==> src/rtl/dfr_pkg.sv <==
`default_nettype none
package dfr_pkg;

   typedef enum logic [3:0] {
      PH_HUNT  = 4'b0001,
      PH_LEN   = 4'b0010,
      PH_BODY  = 4'b0100,
      PH_CHECK = 4'b1000
   } phase_type;

   typedef enum logic [1:0] {
      ST_GOOD     = 2'd0,
      ST_SKIPPED  = 2'd1,
      ST_MISMATCH = 2'd2,
      ST_BAD_LEN  = 2'd3
   } status_type;

   localparam logic KIND_BODY   = 1'b0;
   localparam logic KIND_STATUS = 1'b1;

   localparam logic [2:0]  FIELD_LAST  = 3'd3;   // fourth char of a field
   localparam logic [15:0] MIN_LENGTH  = 16'd8;
   localparam logic [15:0] LEN_HDR     = 16'd4;
   localparam logic [7:0]  CHAR_X      = 8'h58;
   localparam logic [7:0]  START_RESET = 8'd35;

   localparam logic [1:0]  ADDR_START  = 2'd0;

   typedef struct packed {
      logic       item_kind;
      logic [7:0] body_byte;
      logic [7:0] body_index;
      status_type frame_status;
   } rsp_type;

   // digit value in [3:0], bit 4 set for a non-hex character
   function automatic logic [4:0] hex_digit(input logic [7:0] c);
      logic [4:0] d;
      d = 5'h10;
      if (c >= 8'h30 && c <= 8'h39) begin
         d = {1'b0, 4'(c - 8'h30)};
      end else if (c >= 8'h41 && c <= 8'h46) begin
         d = {1'b0, 4'(c - 8'h37)};
      end else if (c >= 8'h61 && c <= 8'h66) begin
         d = {1'b0, 4'(c - 8'h57)};
      end
      return d;
   endfunction

endpackage
`default_nettype wire

==> src/rtl/dfr_csr.sv <==
`default_nettype none
module dfr_csr
   import dfr_pkg::*;
(
   input  wire logic        clock,
   input  wire logic        reset,
   input  wire logic        csr_psel,
   input  wire logic        csr_penable,
   input  wire logic        csr_pwrite,
   input  wire logic [1:0]  csr_paddr,
   input  wire logic [31:0] csr_pwdata,
   output logic      [31:0] csr_prdata,
   output logic             csr_pready,
   output logic      [7:0]  start_byte
);

   logic [7:0] start_ff;
   logic [7:0] start_in;
   logic       wr_en;

   assign csr_pready = 1'b1;
   assign wr_en      = csr_psel && csr_penable && csr_pwrite && csr_pready
                       && (csr_paddr == ADDR_START);

   always_comb begin
      start_in = start_ff;
      if (wr_en) begin
         start_in = csr_pwdata[7:0];
      end
   end

   always_ff @(posedge clock) begin
      if (reset) begin
         start_ff <= START_RESET;
      end else begin
         start_ff <= start_in;
      end
   end

   assign csr_prdata = (csr_paddr == ADDR_START) ? {24'd0, start_ff} : 32'd0;
   assign start_byte = start_ff;

endmodule
`default_nettype wire

==> src/rtl/dfr_core.sv <==
`default_nettype none
module dfr_core
   import dfr_pkg::*;
#(
   parameter int MAX_BODY = 256
) (
   input  wire logic       clock,
   input  wire logic       reset,
   input  wire logic [7:0] start_byte,
   input  wire logic       in_valid,
   input  wire logic [7:0] in_byte,
   output logic            in_ready,
   output logic            out_valid,
   input  wire logic       out_ready,
   output rsp_type         out_rsp
);

   localparam int CntW = $clog2(MAX_BODY + 1);
   localparam logic [15:0] BodyCap = 16'(MAX_BODY);

   phase_type       phase_ff, phase_in;
   logic [CntW-1:0] count_ff, count_in;
   logic [15:0]     len_ff, len_in;
   logic [19:0]     sum_ff, sum_in;
   logic [15:0]     chk_ff, chk_in;
   logic            open_ff, open_in;
   logic            allx_ff, allx_in;
   logic            out_valid_ff, out_valid_in;
   rsp_type         rsp_ff, rsp_in;

   logic            advance;
   logic            emit;
   logic [4:0]      digit;
   logic [CntW-1:0] count_inc;
   logic [15:0]     len_hex;
   logic [15:0]     chk_hex;
   logic [15:0]     len_m4;
   logic [15:0]     body_len;
   logic [19:0]     sum_add;

   assign in_ready = !out_valid_ff || out_ready;
   assign advance  = in_valid && in_ready;
   assign digit    = hex_digit(in_byte);
   assign count_inc = count_ff + CntW'(1);
   assign sum_add  = sum_ff + 20'(in_byte);
   assign len_hex  = (open_ff && !digit[4]) ? {len_ff[11:0], digit[3:0]} : len_ff;
   assign chk_hex  = (open_ff && !digit[4]) ? {chk_ff[11:0], digit[3:0]} : chk_ff;
   assign len_m4   = len_ff - LEN_HDR;
   assign body_len = (len_m4 > BodyCap) ? BodyCap : len_m4;

   always_comb begin
      phase_in = phase_ff;
      count_in = count_ff;
      len_in   = len_ff;
      sum_in   = sum_ff;
      chk_in   = chk_ff;
      open_in  = open_ff;
      allx_in  = allx_ff;
      emit     = 1'b0;
      rsp_in.item_kind    = KIND_STATUS;
      rsp_in.body_byte    = 8'd0;
      rsp_in.body_index   = 8'd0;
      rsp_in.frame_status = ST_GOOD;
      case (phase_ff)
         PH_HUNT: begin
            if (in_byte == start_byte) begin
               phase_in = PH_LEN;
               count_in = '0;
               len_in   = 16'd0;
               sum_in   = 20'd0;
               chk_in   = 16'd0;
               open_in  = 1'b1;
               allx_in  = 1'b1;
            end
         end
         PH_LEN: begin
            sum_in   = sum_add;
            len_in   = len_hex;
            open_in  = open_ff && !digit[4];
            count_in = count_inc;
            if (count_ff == CntW'(FIELD_LAST)) begin
               count_in = '0;
               if (len_hex < MIN_LENGTH) begin
                  phase_in            = PH_HUNT;
                  emit                = 1'b1;
                  rsp_in.frame_status = ST_BAD_LEN;
               end else begin
                  phase_in = PH_BODY;
               end
            end
         end
         PH_BODY: begin
            sum_in            = sum_add;
            emit              = 1'b1;
            rsp_in.item_kind  = KIND_BODY;
            rsp_in.body_byte  = in_byte;
            rsp_in.body_index = 8'(count_ff);
            count_in          = count_inc;
            if (16'(count_inc) >= body_len) begin
               phase_in = PH_CHECK;
               count_in = '0;
               chk_in   = 16'd0;
               open_in  = 1'b1;
               allx_in  = 1'b1;
            end
         end
         PH_CHECK: begin
            chk_in   = chk_hex;
            open_in  = open_ff && !digit[4];
            allx_in  = allx_ff && (in_byte == CHAR_X);
            count_in = count_inc;
            if (count_ff == CntW'(FIELD_LAST)) begin
               count_in = '0;
               phase_in = PH_HUNT;
               emit     = 1'b1;
               if (allx_in) begin
                  rsp_in.frame_status = ST_SKIPPED;
               end else if (sum_ff == {4'd0, chk_hex}) begin
                  rsp_in.frame_status = ST_GOOD;
               end else begin
                  rsp_in.frame_status = ST_MISMATCH;
               end
            end
         end
         default: begin
            phase_in = PH_HUNT;
         end
      endcase
   end

   always_comb begin
      out_valid_in = out_valid_ff;
      if (advance) begin
         out_valid_in = emit;
      end else if (out_ready) begin
         out_valid_in = 1'b0;
      end
   end

   always_ff @(posedge clock) begin
      if (reset) begin
         phase_ff     <= PH_HUNT;
         count_ff     <= '0;
         len_ff       <= 16'd0;
         sum_ff       <= 20'd0;
         chk_ff       <= 16'd0;
         open_ff      <= 1'b1;
         allx_ff      <= 1'b1;
         out_valid_ff <= 1'b0;
      end else begin
         out_valid_ff <= out_valid_in;
         if (advance) begin
            phase_ff <= phase_in;
            count_ff <= count_in;
            len_ff   <= len_in;
            sum_ff   <= sum_in;
            chk_ff   <= chk_in;
            open_ff  <= open_in;
            allx_ff  <= allx_in;
         end
      end
   end

   always_ff @(posedge clock) begin
      if (advance && emit) begin
         rsp_ff <= rsp_in;
      end
   end

   assign out_valid = out_valid_ff;
   assign out_rsp   = rsp_ff;

`ifndef SYNTHESIS
   a_status_clean: assert property (@(posedge clock) disable iff (reset)
      (out_valid_ff && rsp_ff.item_kind == KIND_STATUS)
         |-> (rsp_ff.body_byte == 8'd0 && rsp_ff.body_index == 8'd0))
      else $error("status transfer carries body data");

   a_body_clean: assert property (@(posedge clock) disable iff (reset)
      (out_valid_ff && rsp_ff.item_kind == KIND_BODY)
         |-> (rsp_ff.frame_status == ST_GOOD))
      else $error("body transfer carries a status");

   a_status_hunts: assert property (@(posedge clock) disable iff (reset)
      (advance && emit && rsp_in.item_kind == KIND_STATUS) |=> (phase_ff == PH_HUNT))
      else $error("frame ended without return to hunt");

   a_field_count: assert property (@(posedge clock) disable iff (reset)
      (phase_ff == PH_LEN || phase_ff == PH_CHECK) |-> (count_ff <= CntW'(FIELD_LAST)))
      else $error("field character count overrun");
`endif

endmodule
`default_nettype wire

==> src/rtl/ascii_command_frame_deframer.sv <==
`default_nettype none
// Path: req transfer -> input register -> result register -> rsp transfer.
// Throughput: one byte per cycle while rsp is not stalled, with no dead
// cycles between frames.
// Reset (synchronous): deframer hunts for the start byte, counters and sums
// cleared, start byte register reads 35.
module ascii_command_frame_deframer
   import dfr_pkg::*;
#(
   parameter int MAX_BODY = 256
) (
   input  wire logic        clock,
   input  wire logic        reset,
   input  wire logic        req_tvalid,
   output logic             req_tready,
   input  wire logic [7:0]  req_tdata,   // [7:0] rx_byte
   output logic             rsp_tvalid,
   input  wire logic        rsp_tready,
   output logic      [23:0] rsp_tdata,   // [7:0] body_byte, [15:8] body_index,
                                         // [17:16] frame_status, [23:18] zero
   output logic             rsp_tuser,   // item_kind
   input  wire logic        csr_psel,
   input  wire logic        csr_penable,
   input  wire logic        csr_pwrite,
   input  wire logic [1:0]  csr_paddr,
   input  wire logic [31:0] csr_pwdata,
   output logic      [31:0] csr_prdata,
   output logic             csr_pready
);

   logic       req_valid_ff, req_valid_in;
   logic [7:0] req_byte_ff;
   logic       core_ready;
   logic       req_take;
   logic [7:0] start_byte;
   rsp_type    rsp;

   assign req_tready = !req_valid_ff || core_ready;
   assign req_take   = req_tvalid && req_tready;

   always_comb begin
      req_valid_in = req_valid_ff;
      if (req_take) begin
         req_valid_in = 1'b1;
      end else if (core_ready) begin
         req_valid_in = 1'b0;
      end
   end

   always_ff @(posedge clock) begin
      if (reset) begin
         req_valid_ff <= 1'b0;
      end else begin
         req_valid_ff <= req_valid_in;
      end
   end

   always_ff @(posedge clock) begin
      if (req_take) begin
         req_byte_ff <= req_tdata;
      end
   end

   dfr_csr u_csr (
      .clock       (clock),
      .reset       (reset),
      .csr_psel    (csr_psel),
      .csr_penable (csr_penable),
      .csr_pwrite  (csr_pwrite),
      .csr_paddr   (csr_paddr),
      .csr_pwdata  (csr_pwdata),
      .csr_prdata  (csr_prdata),
      .csr_pready  (csr_pready),
      .start_byte  (start_byte)
   );

   dfr_core #(
      .MAX_BODY (MAX_BODY)
   ) u_core (
      .clock      (clock),
      .reset      (reset),
      .start_byte (start_byte),
      .in_valid   (req_valid_ff),
      .in_byte    (req_byte_ff),
      .in_ready   (core_ready),
      .out_valid  (rsp_tvalid),
      .out_ready  (rsp_tready),
      .out_rsp    (rsp)
   );

   assign rsp_tdata = {6'd0, rsp.frame_status, rsp.body_index, rsp.body_byte};
   assign rsp_tuser = rsp.item_kind;

endmodule
`default_nettype wire

==> config.mk <==
export PLATFORM = sky130hd
export DESIGN_NAME = ascii_command_frame_deframer
export DESIGN_NICKNAME = d
export VERILOG_FILES = /design/src/rtl/dfr_pkg.sv /design/src/rtl/dfr_csr.sv /design/src/rtl/dfr_core.sv /design/src/rtl/ascii_command_frame_deframer.sv
export SDC_FILE = /design/constraint.sdc
export NUM_CORES = 1
export LEC_CHECK = 0
export ABC_AREA = 1
export BUFFER_PORTS_ARGS = -buffer_cell sky130_fd_sc_hd__clkbuf_2
export CAP_MARGIN = 20
export CORE_MARGIN = 2
export CORE_UTILIZATION = 30
export CTS_CLUSTER_DIAMETER = 30
export DETAILED_ROUTE_END_ITERATION = 16
export PLACE_DENSITY_LB_ADDON = 0.1
export SYNTH_ARGS = -nofsm -noshare
export SYNTH_HDL_FRONTEND = slang
export SYNTH_SLANG_ARGS = --single-unit
==> constraint.sdc <==
create_clock -name clock -period 4.9 [get_ports clock]
set_input_delay 0.98 -clock clock [delete_from_list [all_inputs] [get_ports clock]]
set_output_delay 0.98 -clock clock [all_outputs]
set_load 0.03 [all_outputs]
### After elaboration in Yosys (flattened, before gate mapping)

Index checks and enable logic that the tools add are counted.

| cells by class | value |
|---|---|
| $lt $le $gt $ge | 9 |
| multiplexer cells | 42 |
| $add $sub $neg | 6 |
| eq/ne operators | 12 |
| reductions and logical operators | 31 |

Operators with widths:

| cell | count |
|---|---|
| 16-bit 2-to-1 mux | 5 |
| 16-bit one-hot mux with 3 select lines | 1 |
| 20-bit one-hot mux with 2 select lines | 1 |
| 16-bit one-hot mux with 2 select lines | 1 |
| 9-bit 2-to-1 mux | 3 |
| 9-bit one-hot mux with 3 select lines | 1 |
| 20-bit by 8-bit adder with 20-bit output | 1 |
| 20-bit by 16-bit equality test with 1-bit output | 1 |
| 20-bit 2-to-1 mux | 1 |
| 17-bit 2-to-1 mux | 1 |
| 8-bit by 7-bit >= comparator with 1-bit output (second input constant) | 2 |
| 9-bit by 16-bit >= comparator with 1-bit output | 1 |
| 16-bit by 9-bit greater-than comparator with 1-bit output (second input constant) | 1 |
| 8-bit by 7-bit <= comparator with 1-bit output (second input constant) | 2 |
| 16-bit by 4-bit < comparator with 1-bit output (second input constant) | 1 |
| 4-bit 2-to-1 mux | 4 |
| 4-bit one-hot mux with 4 select lines | 1 |
| 16-bit by 3-bit subtractor with 16-bit output (second input constant) | 1 |
| 5-bit 2-to-1 mux | 3 |
| 1-bit logical AND | 11 |
| 2-bit 2-to-1 mux | 5 |
| 9-bit by 1-bit adder with 9-bit output (second input constant) | 1 |
| 9-bit by 2-bit equality test with 1-bit output (second input constant) | 1 |
| 1-bit 2-to-1 mux | 9 |
| other kinds (24) | 41 |

| storage, ports and cells | value |
|---|---|
| output and inout bits | 60 |
| bits in registers | 104 |
| word-level logic and storage cells | 115 |

### Depth between registers and ports, before layout

Gate-level depths: netlist of the first run.

| depth | value |
|---|---|
| depth in word-level cells | 13 |
| gate-level depth with buffers | 25 |
| depth with buffers taken out | 24 |

### By module

A second synthesis of the first run with hierarchy kept.

| second synthesis, totals | value |
|---|---|
| cell total of the unflattened synthesis | 958 |
| area total of the unflattened synthesis | 6543.8 µm² |

By module, submodules not included:

| module | area each (µm²) | cells each | times used |
|---|---|---|---|
| dfr_core | 5572.8 | 841 | 1 |
| dfr_csr | 634.4 | 96 | 1 |
| ascii_command_frame_deframer | 336.6 | 21 | 1 |

### Worst setup path after synthesis of the first run

No wires, ideal clock.

| path | value |
|---|---|
| path kind | reg-to-reg |
| from | reg u_core.len_ff[3] |
| to | reg u_core.count_ff[7] |
| setup time | 0.071 ns |
| setup slack | 1.552 ns |
| data arrival time | 3.277 ns |
| clock period less this slack | 3.348 ns |
| stages on the path, launching flop included | 26 |
| buffers on the path | 1 |
| required time | 4.829 ns |
| path through | dfxtp_1 > inv_1 > ha_1 > nand3_1 > nor3_1 > nand2_1 > nor2_1 > inv_1 > nand2_1 > o21ai_0 > a21oi_1 > and2_1 > buf_2 > nand2_1 > ha_1 > a21oi_1 > nor2_1 > a211oi_1 > nand2_1 > nand2_1 > nand4_1 > nand2_1 > inv_1 > nor2_1 > nand2_1 > a21oi_1 |

| on the way | value |
|---|---|
| word-level cells in the longest chain between the ends | 6 |

Ends and longest elaborated chain:

| what | RTL line | source |
|---|---|---|
| start: declaration | dfr_core.sv:23 | `logic [15:0] len_ff, len_in;` |
| start signal: assignment | dfr_core.sv:155 | `len_ff <= len_in;` |
| 16-bit by 3-bit subtractor with 16-bit output (*) | dfr_core.sv:48 | `assign len_m4 = len_ff - LEN_HDR;` |
| 16-bit by 9-bit greater-than comparator with 1-bit output | dfr_core.sv:49 | `assign body_len = (len_m4 > BodyCap) ? BodyCap : len_m4;` |
| 16-bit 2-to-1 mux (*) | dfr_core.sv:49 |  |
| 9-bit by 16-bit >= comparator with 1-bit output (*) | dfr_core.sv:99 | `if (16'(count_inc) >= body_len) begin` |
| 9-bit 2-to-1 mux (*) | dfr_core.sv:99 |  |
| 9-bit one-hot mux with 3 select lines (*) | dfr_core.sv:64 | `case (phase_ff)` |
| end signal: assignment | dfr_core.sv:154 | `count_ff <= count_in;` |
| end: declaration | dfr_core.sv:22 | `logic [CntW-1:0] count_ff, count_in;` |

Mark *: on every way between the ends. The rest lies on a longest branch, timed or not.
A chain may end at the register's enable or synchronous reset.

### Final worst setup path of the first run

| path | value |
|---|---|
| from | reg u_core.len_ff[3] |
| to | reg u_core.chk_ff[10] |

| on the way | value |
|---|---|
| word-level cells in the longest chain between the ends | 6 |

Ends and longest elaborated chain:

| what | RTL line | source |
|---|---|---|
| 16-bit by 3-bit subtractor with 16-bit output (*) | dfr_core.sv:48 |  |
| 16-bit by 9-bit greater-than comparator with 1-bit output | dfr_core.sv:49 |  |
| 16-bit 2-to-1 mux (*) | dfr_core.sv:49 |  |
| 9-bit by 16-bit >= comparator with 1-bit output (*) | dfr_core.sv:99 |  |
| 2-bit by 1-bit != test with 1-bit output (no line) (*) | n/a |  |
| 4-bit AND reduction (no line) (*) | n/a |  |
| end signal: assignment | dfr_core.sv:157 | `chk_ff <= chk_in;` |
| end: declaration | dfr_core.sv:25 | `logic [15:0] chk_ff, chk_in;` |

Marked as above.

==> out/metrics.yaml, run 1 <==
slowest_stage: "nand2_1"
seq_power_share_pct: 47.3
cp.arrival_ns: 4.46
grt_pass1_wl_mm: 27.9
drtIter0Drc: 283
grtUsageTotal_pct: 15.8
p_clk_share_pct: 39.3
peakVddDrop_uv: 187
synth.distinct_cells: 50
hold_violations: 0
critical-path-max-stage-delay_ns: 0.41
synth_edf_count: 27
fillCellCount: 2380
skew_ns: 0.00911
cp_num_buf_inv: 3
start_kind: "flop"
synth_area_leaders: "dfxtp_1 24%, nand2_1 13%, edfxtp_1 13%"
ys_ff_latch: 104
dp_slack_ns: 0.736
cp_cell_sequence: "inv_1 > ha_1 > nand3_1 > nor3_1 > nand2_1 > nor2_1 > inv_1 > nand2_1 > o21ai_0 > a21oi_1 > and2_1 > nand2_1 > ha_1 > a21oi_1 > nor2_1 > a211oi_1 > nand2_1 > nand2_1 > nand4_1 > nand2_1 > buf_4 > o21ai_0 > a21oi_1"
cts_hold_buf: 0
power.density_mw_per_mm2: 275
vias: 5626
dieHeight_um: 150
cts_buffers: 9
start_util_pct: 30.5
ioPinCount: 109
status: "finished, final reports clean"
postRouteAntennaNets: 0
hold_path.class: "flop to flop"
drv_cap: 0
p_sw_share_pct: 29.5
tightest_slew_ns: 0.792
power_frac_comb_pct: 13.5
clock_path_buffers: 2
yosys_warnings: 0
dieArea_sq_mm: 0.0225
drt-pass1-iter-count: 4
cp_data_required_time_ns: 5.19
finalSetupViolations: 0
p_leak_nw: 3.03
core_sq_mm: 0.0210
area.growth.synth_to_final_pct: 11.4
ys_async_sr_fraction_pct: 0
ys_top_cells_by_count: "228 x nand2_1, 107 x inv_1, 98 x nor2_1"
slew_viol_final: 0
grt_pass1_vias: 5433
synth_top_cell_by_area: "dfxtp_1"
internal_power_mw: 1.38
yosysSeqAreaShare_pct: 36.8
die_x_um: 150
hpwl_mm: 12.6
crit_path_max_fanout: 11
port-buffer-count: 53
cts_resized: 0
synth_area_sq_mm: 0.00639
insertion_delay_ns: 0.36
wl_per_cell_um: 13.7
htree_levels: 3
switchingPower_mw: 0.578
synth.most_common_cell: "nand2_1"
cts_sinks: 104
overflow: 0
period_share_pct: 85.2
avgSynthCellArea_sq_um: 7.00
antenna_found_initial: 0
num_rows: 53
tns_ns: 0
synth_ff_type: "dfxtp_1"
drive_gt1_share_pct: 10.5
slew_headroom_pct: 46.7
cp_common_cell: "nand2_1"
setup_slack_ns: 0.723
rsz0062_at_grt: "no"
max_freq_ghz: 0.239
drc: 0
hold_ws_ns: 0.461
drt_wl_total_mm: 17.0
period_needed_ns: 4.18
synth_cells: 913
worst_setup_path_end_kind: "flop"
netlist.area_leader.share_pct: 24.1
tritoncts: "built"
vias_per_cell: 4.54
cts_setup_buffers: 0
grt_max_degree: 44
diodes: 0
path_class: "flop to flop"
cpLargestDelayFamily: "simple AND/OR/NAND/NOR gates"
clk_pin_slew_ns: 0.07
cts_root_buf: "clkbuf_16"
fin_nets: 1033
gp_congestion: 0.769
[path summary, 6_finish.rpt]
| path | from | end | slack [ns] | cells after the start |
|---|---|---|---|---|
| min | u_core.chk_ff[13] | u_core.chk_ff[13] | 0.46 | 2 |
| min reg2reg | u_core.chk_ff[13] | u_core.chk_ff[13] | 0.46 | 2 |
| max reg2reg | u_core.len_ff[3] | u_core.chk_ff[10] | 0.72 | 23 |
| max | u_core.len_ff[3] | u_core.chk_ff[10] | 0.72 | 23 |
[power groups by stage]
stage / Combinational, mW / Sequential [mW] / Clock (mW)
final: 0.263 / 0.925 / 0.769
after global routing: 0.303 / 0.929 / 0.832
after CTS: 0.267 / 0.925 / 0.806
after detailed placement: 0.266 / 0.946 / 0
after global placement: 0.268 / 0.946 / 0
after floorplan: 0.224 / 0.934 / 0
[sequential cells by signal, indices dropped and copies added (netlist names)]
name / cells
u_core.open_ff: 1
u_core.chk_ff: 16
u_core.len_ff: 16
u_core.phase_ff: 4
u_core.count_ff: 9
req_valid_ff: 1
u_core.sum_ff: 20
u_core.out_valid: 1
u_core.out_rsp: 19
req_byte_ff: 8
u_csr.start_byte: 8
u_core.allx_ff: 1
[per-layer routing]
layer  routed length, um  GRT usage (%)  vias to the layer above
li1                    -              -                     3003
met1                8250           21.2                     2548
met5                   0              0                        -
met3                 464           3.08                       11
met4                 208           3.40                        0
met2                8030           26.5                       64
[kinds of logic after synthesis]
group	after synthesis	synth area share [%]
AND/OR/NAND/NOR	441	29.7
buffers and inverters	167	12.2
AO/OA/AOI/OAI	150	12.9
other	2	0.117
XOR/XNOR	24	3.29
flip-flops	104	36.8
adder cells (fa/ha/maj)	25	5.01
[cell type report]
type	instances	area, sq um	area share, %
multi-input cells	671	3370	47.3
repair buffers	60	318	4.46
inverters	113	424	5.96
clock buffers	9	225	3.16
clock inverters	7	85.1	1.20
flip-flops and latches	104	2350	33.0
well taps	275	344	4.83
[layout by cell type, fill, tap and decap left out, drive strengths merged]
cell type and count:
inv 116, xnor2 4, dfxtp 77, o21ai 52, and2 1, a31oi 2, nand2 233, nand4 13
buf 7, o221ai 1, clkbuf 62, xor2 20, nand3 62, or2 4, clkinv 3, a21boi 1
nand3b 2, o211ai 9, a31o 1, conb 31, o21bai 2, nor2 102, o31ai 1, nor4b 1
or3 1, a21oi 75, o211a 2, nor3 15, and3 1, nor4 4, bufinv 1, a211oi 3
edfxtp 27, ha 24, a21o 1, fa 1, nor3b 2
[through the flow]
stage               util (%)  std cells  area (sq um)  power (mW)
floorplan                  -        942          6500        1.16
global placement        32.5       1223          6810        1.21
detailed placement      32.5       1223          6810        1.21
CTS                     34.0       1239          7120        2.00
global route            34.0       1239          7120        2.06
finish                  34.0       1239          7120        1.96
[tightest hold or removal path, cell delays in order, from the launching register on]
cell and delay [ns]:
dfxtp_1 0.30, inv_1 0.06, a21oi_1 0.06
(Power assumes the default switching activity.)
==> inputs of run 2 (changes only) <==
--- a/config.mk
+++ b/config.mk
@@ -8,11 +8,15 @@
 export ABC_AREA = 1
 export BUFFER_PORTS_ARGS = -buffer_cell sky130_fd_sc_hd__clkbuf_2
 export CAP_MARGIN = 20
+export CELL_PAD_IN_SITES_DETAIL_PLACEMENT = 0
+export CELL_PAD_IN_SITES_GLOBAL_PLACEMENT = 1
 export CORE_MARGIN = 2
 export CORE_UTILIZATION = 30
 export CTS_CLUSTER_DIAMETER = 30
 export DETAILED_ROUTE_END_ITERATION = 16
 export PLACE_DENSITY_LB_ADDON = 0.1
+export RECOVER_POWER = 25
+export SLEW_MARGIN = 20
 export SYNTH_ARGS = -nofsm -noshare
 export SYNTH_HDL_FRONTEND = slang
 export SYNTH_SLANG_ARGS = --single-unit
==> out/metrics.yaml, run 2 (synthesis gave the netlist of run 1 again) <==
overflow: 0
htree_levels: 3
grt_max_degree: 44
power_mw: 1.97
cp.depth: 23
cts_sinks: 104
cp-startpoint: "u_core.len_ff[3]"
period_share_pct: 85.5
die_x_um: 150
cp.arrival_ns: 4.47
postRouteAntennaNets: 0
start_util_pct: 30.5
r2r_slack_ns: 0.71
rr_endpoint: "u_core.chk_ff[11]"
insertion_delay_ns: 0.36
dieArea_sq_mm: 0.0225
tns_ns: 0
r2r-start: "u_core.len_ff[3]"
place_area_sq_mm: 0.00681
path_class: "flop to flop"
crit_end: "u_core.chk_ff[11]"
dieHeight_um: 150
p_leak_nw: 3.00
cts_resized: 0
slew_headroom_pct: -55.7
crit_path_max_fanout: 12
hold_violations: 0
diodes: 0
final_cell_mix: "228 x nand2_1, 108 x inv_1, 98 x nor2_1"
grt_pass1_wl_mm: 28.8
cp_cell_sequence: "inv_1 > ha_1 > nand3_1 > nor3_1 > nand2_1 > nor2_1 > inv_1 > nand2_1 > o21ai_0 > a21oi_1 > and2_1 > nand2_1 > ha_1 > a21oi_1 > nor2_1 > a211oi_1 > nand2_1 > nand2_1 > nand4_1 > nand2_1 > buf_4 > o21ai_0 > a21oi_1"
cts_setup_buffers: 0
seq_power_share_pct: 46.8
slowest_stage: "nand2_1"
vias_per_cell: 4.59
cts_buffers: 9
core_sq_mm: 0.0210
rr_worst_depth: 23
drc: 0
grtUsageTotal_pct: 16.3
power_frac_comb_pct: 13.8
switchingPower_mw: 0.590
fin_area_sq_mm: 0.00711
cts_root_buf: "clkbuf_16"
drtIter0Drc: 270
violations: "max-capacitance violations, max-slew violations"
p_sw_share_pct: 30.0
cts_hold_buf: 0
clk_pin_slew_ns: 0.08
tightest_slew_ns: 2.34
clock_path_buffers: 2
cpLargestDelayFamily: "simple AND/OR/NAND/NOR gates"
drive_gt1_share_pct: 9.75
regMostFlops: "u_core.sum_ff"
critical-path-max-stage-delay_ns: 0.38
gp_congestion: 0.780
vias: 5692
grt_pass1_vias: 5475
period_needed_ns: 4.19
tritoncts: "built"
hold_ws_ns: 0.464
skew_ns: 0.0112
internal_power_mw: 1.38
worst_setup_path_end_kind: "flop"
max_freq_ghz: 0.239
hold_path.class: "flop to flop"
cp_data_required_time_ns: 5.18
drv_cap: 1
finalNonFillerCells: 1239
area.growth.synth_to_final_pct: 11.2
power.density_mw_per_mm2: 277
peakVddDrop_uv: 172
hpwl_mm: 13.0
ioPinCount: 109
finalSetupViolations: 0
cp_common_cell: "nand2_1"
status: "finished, violations left"
layout_commonest_cell: "nand2_1"
cp_num_buf_inv: 3
fin_nets: 1033
place_inst: 1223
p_clk_share_pct: 39.4
num_rows: 53
largest_reg_flops: 20
wl_per_cell_um: 14.0
port-buffer-count: 53
slew_viol_final: 41
rsz0062_at_grt: "no"
drt-pass1-iter-count: 4
start_kind: "flop"
antenna_found_initial: 0
drt_wl_total_mm: 17.4
[run 2: how the worst min path moves through the flow]
stage | depth (start not counted) | from | endpoint
after CTS | 2 | u_core.len_ff[14] | u_core.len_ff[14]
after global routing | 2 | u_core.chk_ff[14] | u_core.chk_ff[14]
final | 2 | u_core.len_ff[14] | u_core.len_ff[14]
after floorplan | 2 | u_core.chk_ff[13] | u_core.chk_ff[13]
after global placement | 2 | u_core.len_ff[13] | u_core.len_ff[13]
after detailed placement | 2 | u_core.len_ff[14] | u_core.len_ff[14]
[run 2: final cells by class]
type / instances / area [sq um]
timing repair buffer: 60 / 305
fill: 2370 / 13800
inverter: 113 / 424
multi-input combinational: 671 / 3370
tap: 275 / 344
clock inverter: 7 / 83.8
sequential: 104 / 2350
clock buffer: 9 / 225
[run 2: power by group through the flow]
stage,clock network [mW],logic [mW],registers [mW]
final,0.776,0.272,0.921
after global routing,0.837,0.311,0.925
after CTS,0.807,0.276,0.922
after detailed placement,0,0.275,0.942
after global placement,0,0.276,0.942
after floorplan,0,0.224,0.934
[run 2: layer usage]
metal,vias up,track usage (%),share of wire [%]
li1,3003,-,-
met1,2631,21.8,49
met2,49,27.8,48
met3,9,2.96,2.2
met4,0,2.74,0.69
met5,-,0,0
[run 2: worst min-delay path, cell delays in order (launching register included)]
cell and delay (ns):
dfxtp_1 0.31, nand2_1 0.06, a21oi_1 0.05
[run 2: per-stage QoR]
stage / worst slack (ns) / utilization [%]
after floorplan: 1.55 / -
after global placement: 0.733 / 32.5
after detailed placement: 0.745 / 32.5
after CTS: 0.698 / 34.0
after global routing: 0.135 / 33.9
final: 0.713 / 33.9
==> inputs of run 3 (changes only) <==
--- a/config.mk
+++ b/config.mk
@@ -14,7 +14,7 @@
 export CORE_UTILIZATION = 30
 export CTS_CLUSTER_DIAMETER = 30
 export DETAILED_ROUTE_END_ITERATION = 16
-export PLACE_DENSITY_LB_ADDON = 0.1
+export PLACE_DENSITY = 0.71
 export RECOVER_POWER = 25
 export SLEW_MARGIN = 20
 export SYNTH_ARGS = -nofsm -noshare
==> constraint.sdc (replaced) <==
create_clock -name clock -period 3.5 [get_ports clock]
set_input_delay 0.7 -clock clock [delete_from_list [all_inputs] [get_ports clock]]
set_output_delay 0.7 -clock clock [all_outputs]
set_load 0.03 [all_outputs]
==> out/metrics.yaml, run 3 (synthesis gave the netlist of run 1 again) <==
status: "finished, final reports clean"
drive_gt1_share_pct: 19.3
insertion_delay_ns: 0.36
cts_buffers: 9
power_mw: 2.73
gp_congestion: 0.788
dieArea_sq_mm: 0.0225
grt_max_degree: 40
vias_per_cell: 4.56
setup_slack_ns: 0.155
peakVddDrop_uv: 223
clk_pin_slew_ns: 0.08
postRouteAntennaNets: 0
finalSetupViolations: 0
cp_data_required_time_ns: 3.76
cts_root_buf: "clkbuf_16"
final_cell_mix: "221 x nand2_1, 102 x inv_1, 92 x nor2_1"
hold_path.class: "flop to flop"
power.density_mw_per_mm2: 352
regMostFlops: "u_core.sum_ff"
slew_headroom_pct: 38.4
grt_pass1_vias: 5569
rsz0062_at_grt: "yes"
tightest_slew_ns: 0.916
p_leak_nw: 3.31
diodes: 0
dieHeight_um: 150
port-buffer-count: 53
wl_per_cell_um: 13.1
skew_ns: 0.0108
cp.arrival_ns: 3.61
die_x_um: 150
clock_path_buffers: 2
drt_wl_total_mm: 16.8
drv_cap: 0
worst_setup_path_end_kind: "flop"
path_class: "flop to flop"
dp_slack_ns: -0.417
hpwl_mm: 12.6
layout_commonest_cell: "nand2_1"
drtIter0Drc: 258
max_freq_ghz: 0.299
start_util_pct: 30.5
ioPinCount: 109
htree_levels: 3
overflow: 0
core_sq_mm: 0.0210
drc: 0
tritoncts: "built"
place_inst: 1262
hold_violations: 0
finalNonFillerCells: 1286
grtUsageTotal_pct: 15.4
period_needed_ns: 3.34
largest_reg_flops: 20
fin_util_pct: 37.1
start_kind: "flop"
cts_hold_buf: 0
drt-pass1-iter-count: 4
num_rows: 53
period_share_pct: 95.6
area.growth.synth_to_final_pct: 21.5
slew_viol_final: 0
crit_path_max_fanout: 7
fin_nets: 1080
grt_pass1_wl_mm: 27.6
vias: 5870
cts_sinks: 104
antenna_found_initial: 0
run 3: path summary, 6_finish.rpt:
| kind | endpoint | start | slack [ns] | depth (start not counted) |
|---|---|---|---|---|
| max | u_core.phase_ff[2] | u_core.len_ff[2] | 0.16 | 24 |
| min | u_core.len_ff[14] | u_core.len_ff[14] | 0.46 | 2 |
| max reg2reg | u_core.phase_ff[2] | u_core.len_ff[2] | 0.16 | 24 |
| min reg2reg | u_core.len_ff[14] | u_core.len_ff[14] | 0.46 | 2 |
run 3: layout make-up:
cell class | instances | area, sq um
fillers | 2321 | 13200
multi-input cells | 671 | 3610
flip-flops and latches | 104 | 2360
repair buffers | 107 | 713
inverters | 113 | 434
well taps | 275 | 344
clock buffers | 9 | 225
clock inverters | 7 | 81.3
run 3: timing repair:
| action | CTS | global route |
|---|---|---|
| cloned | 3 | 0 |
| resized for setup | 22 | 57 |
| buffers inserted | 2 | 3 |
| pin swaps | 6 | 11 |
| endpoints found under the setup margin | 31 | 31 |
run 3: power breakdown:
part           leakage, nW  total, mW  switching, mW  internal (mW)
registers            0.833       1.29         0.0300           1.26
logic                 2.32      0.402          0.279          0.122
clock network        0.150       1.04          0.529          0.514
run 3: stage by stage:
step	hold WS, ns	TNS [ns]	instance area (sq um)
floorplan	0.430	0	6500
global placement	0.445	-7.34	7110
detailed placement	0.453	-10.54	7110
CTS	0.465	0	7520
global route	0.476	-0.490	7760
finish	0.463	0	7760
run 3: metal layers:
metal	track usage, %	up-vias	wire, um
li1	-	3095	-
met1	20.0	2702	8090
met2	27.0	65	8210
met3	2.84	8	429
met4	2.74	0	118
met5	0	-	0
run 3: worst max-delay path, stage by stage (launching register included):
cell and delay, ns:
dfxtp_2 0.34, inv_4 0.08, nand3_4 0.09, nor3_4 0.21, inv_2 0.08, nor2_4 0.08, nor2_1 0.04, inv_1 0.06
nand2_1 0.06, nor4b_2 0.29, buf_4 0.16, and2_4 0.19, nand2_2 0.07, ha_4 0.27, inv_1 0.05, o31ai_2 0.23
nand2_1 0.07, nand2_1 0.06, nand2_1 0.04, nand4_1 0.13, nand2_2 0.10, buf_4 0.15, nor2_4 0.15, o21ai_0 0.12
o211a_1 0.12
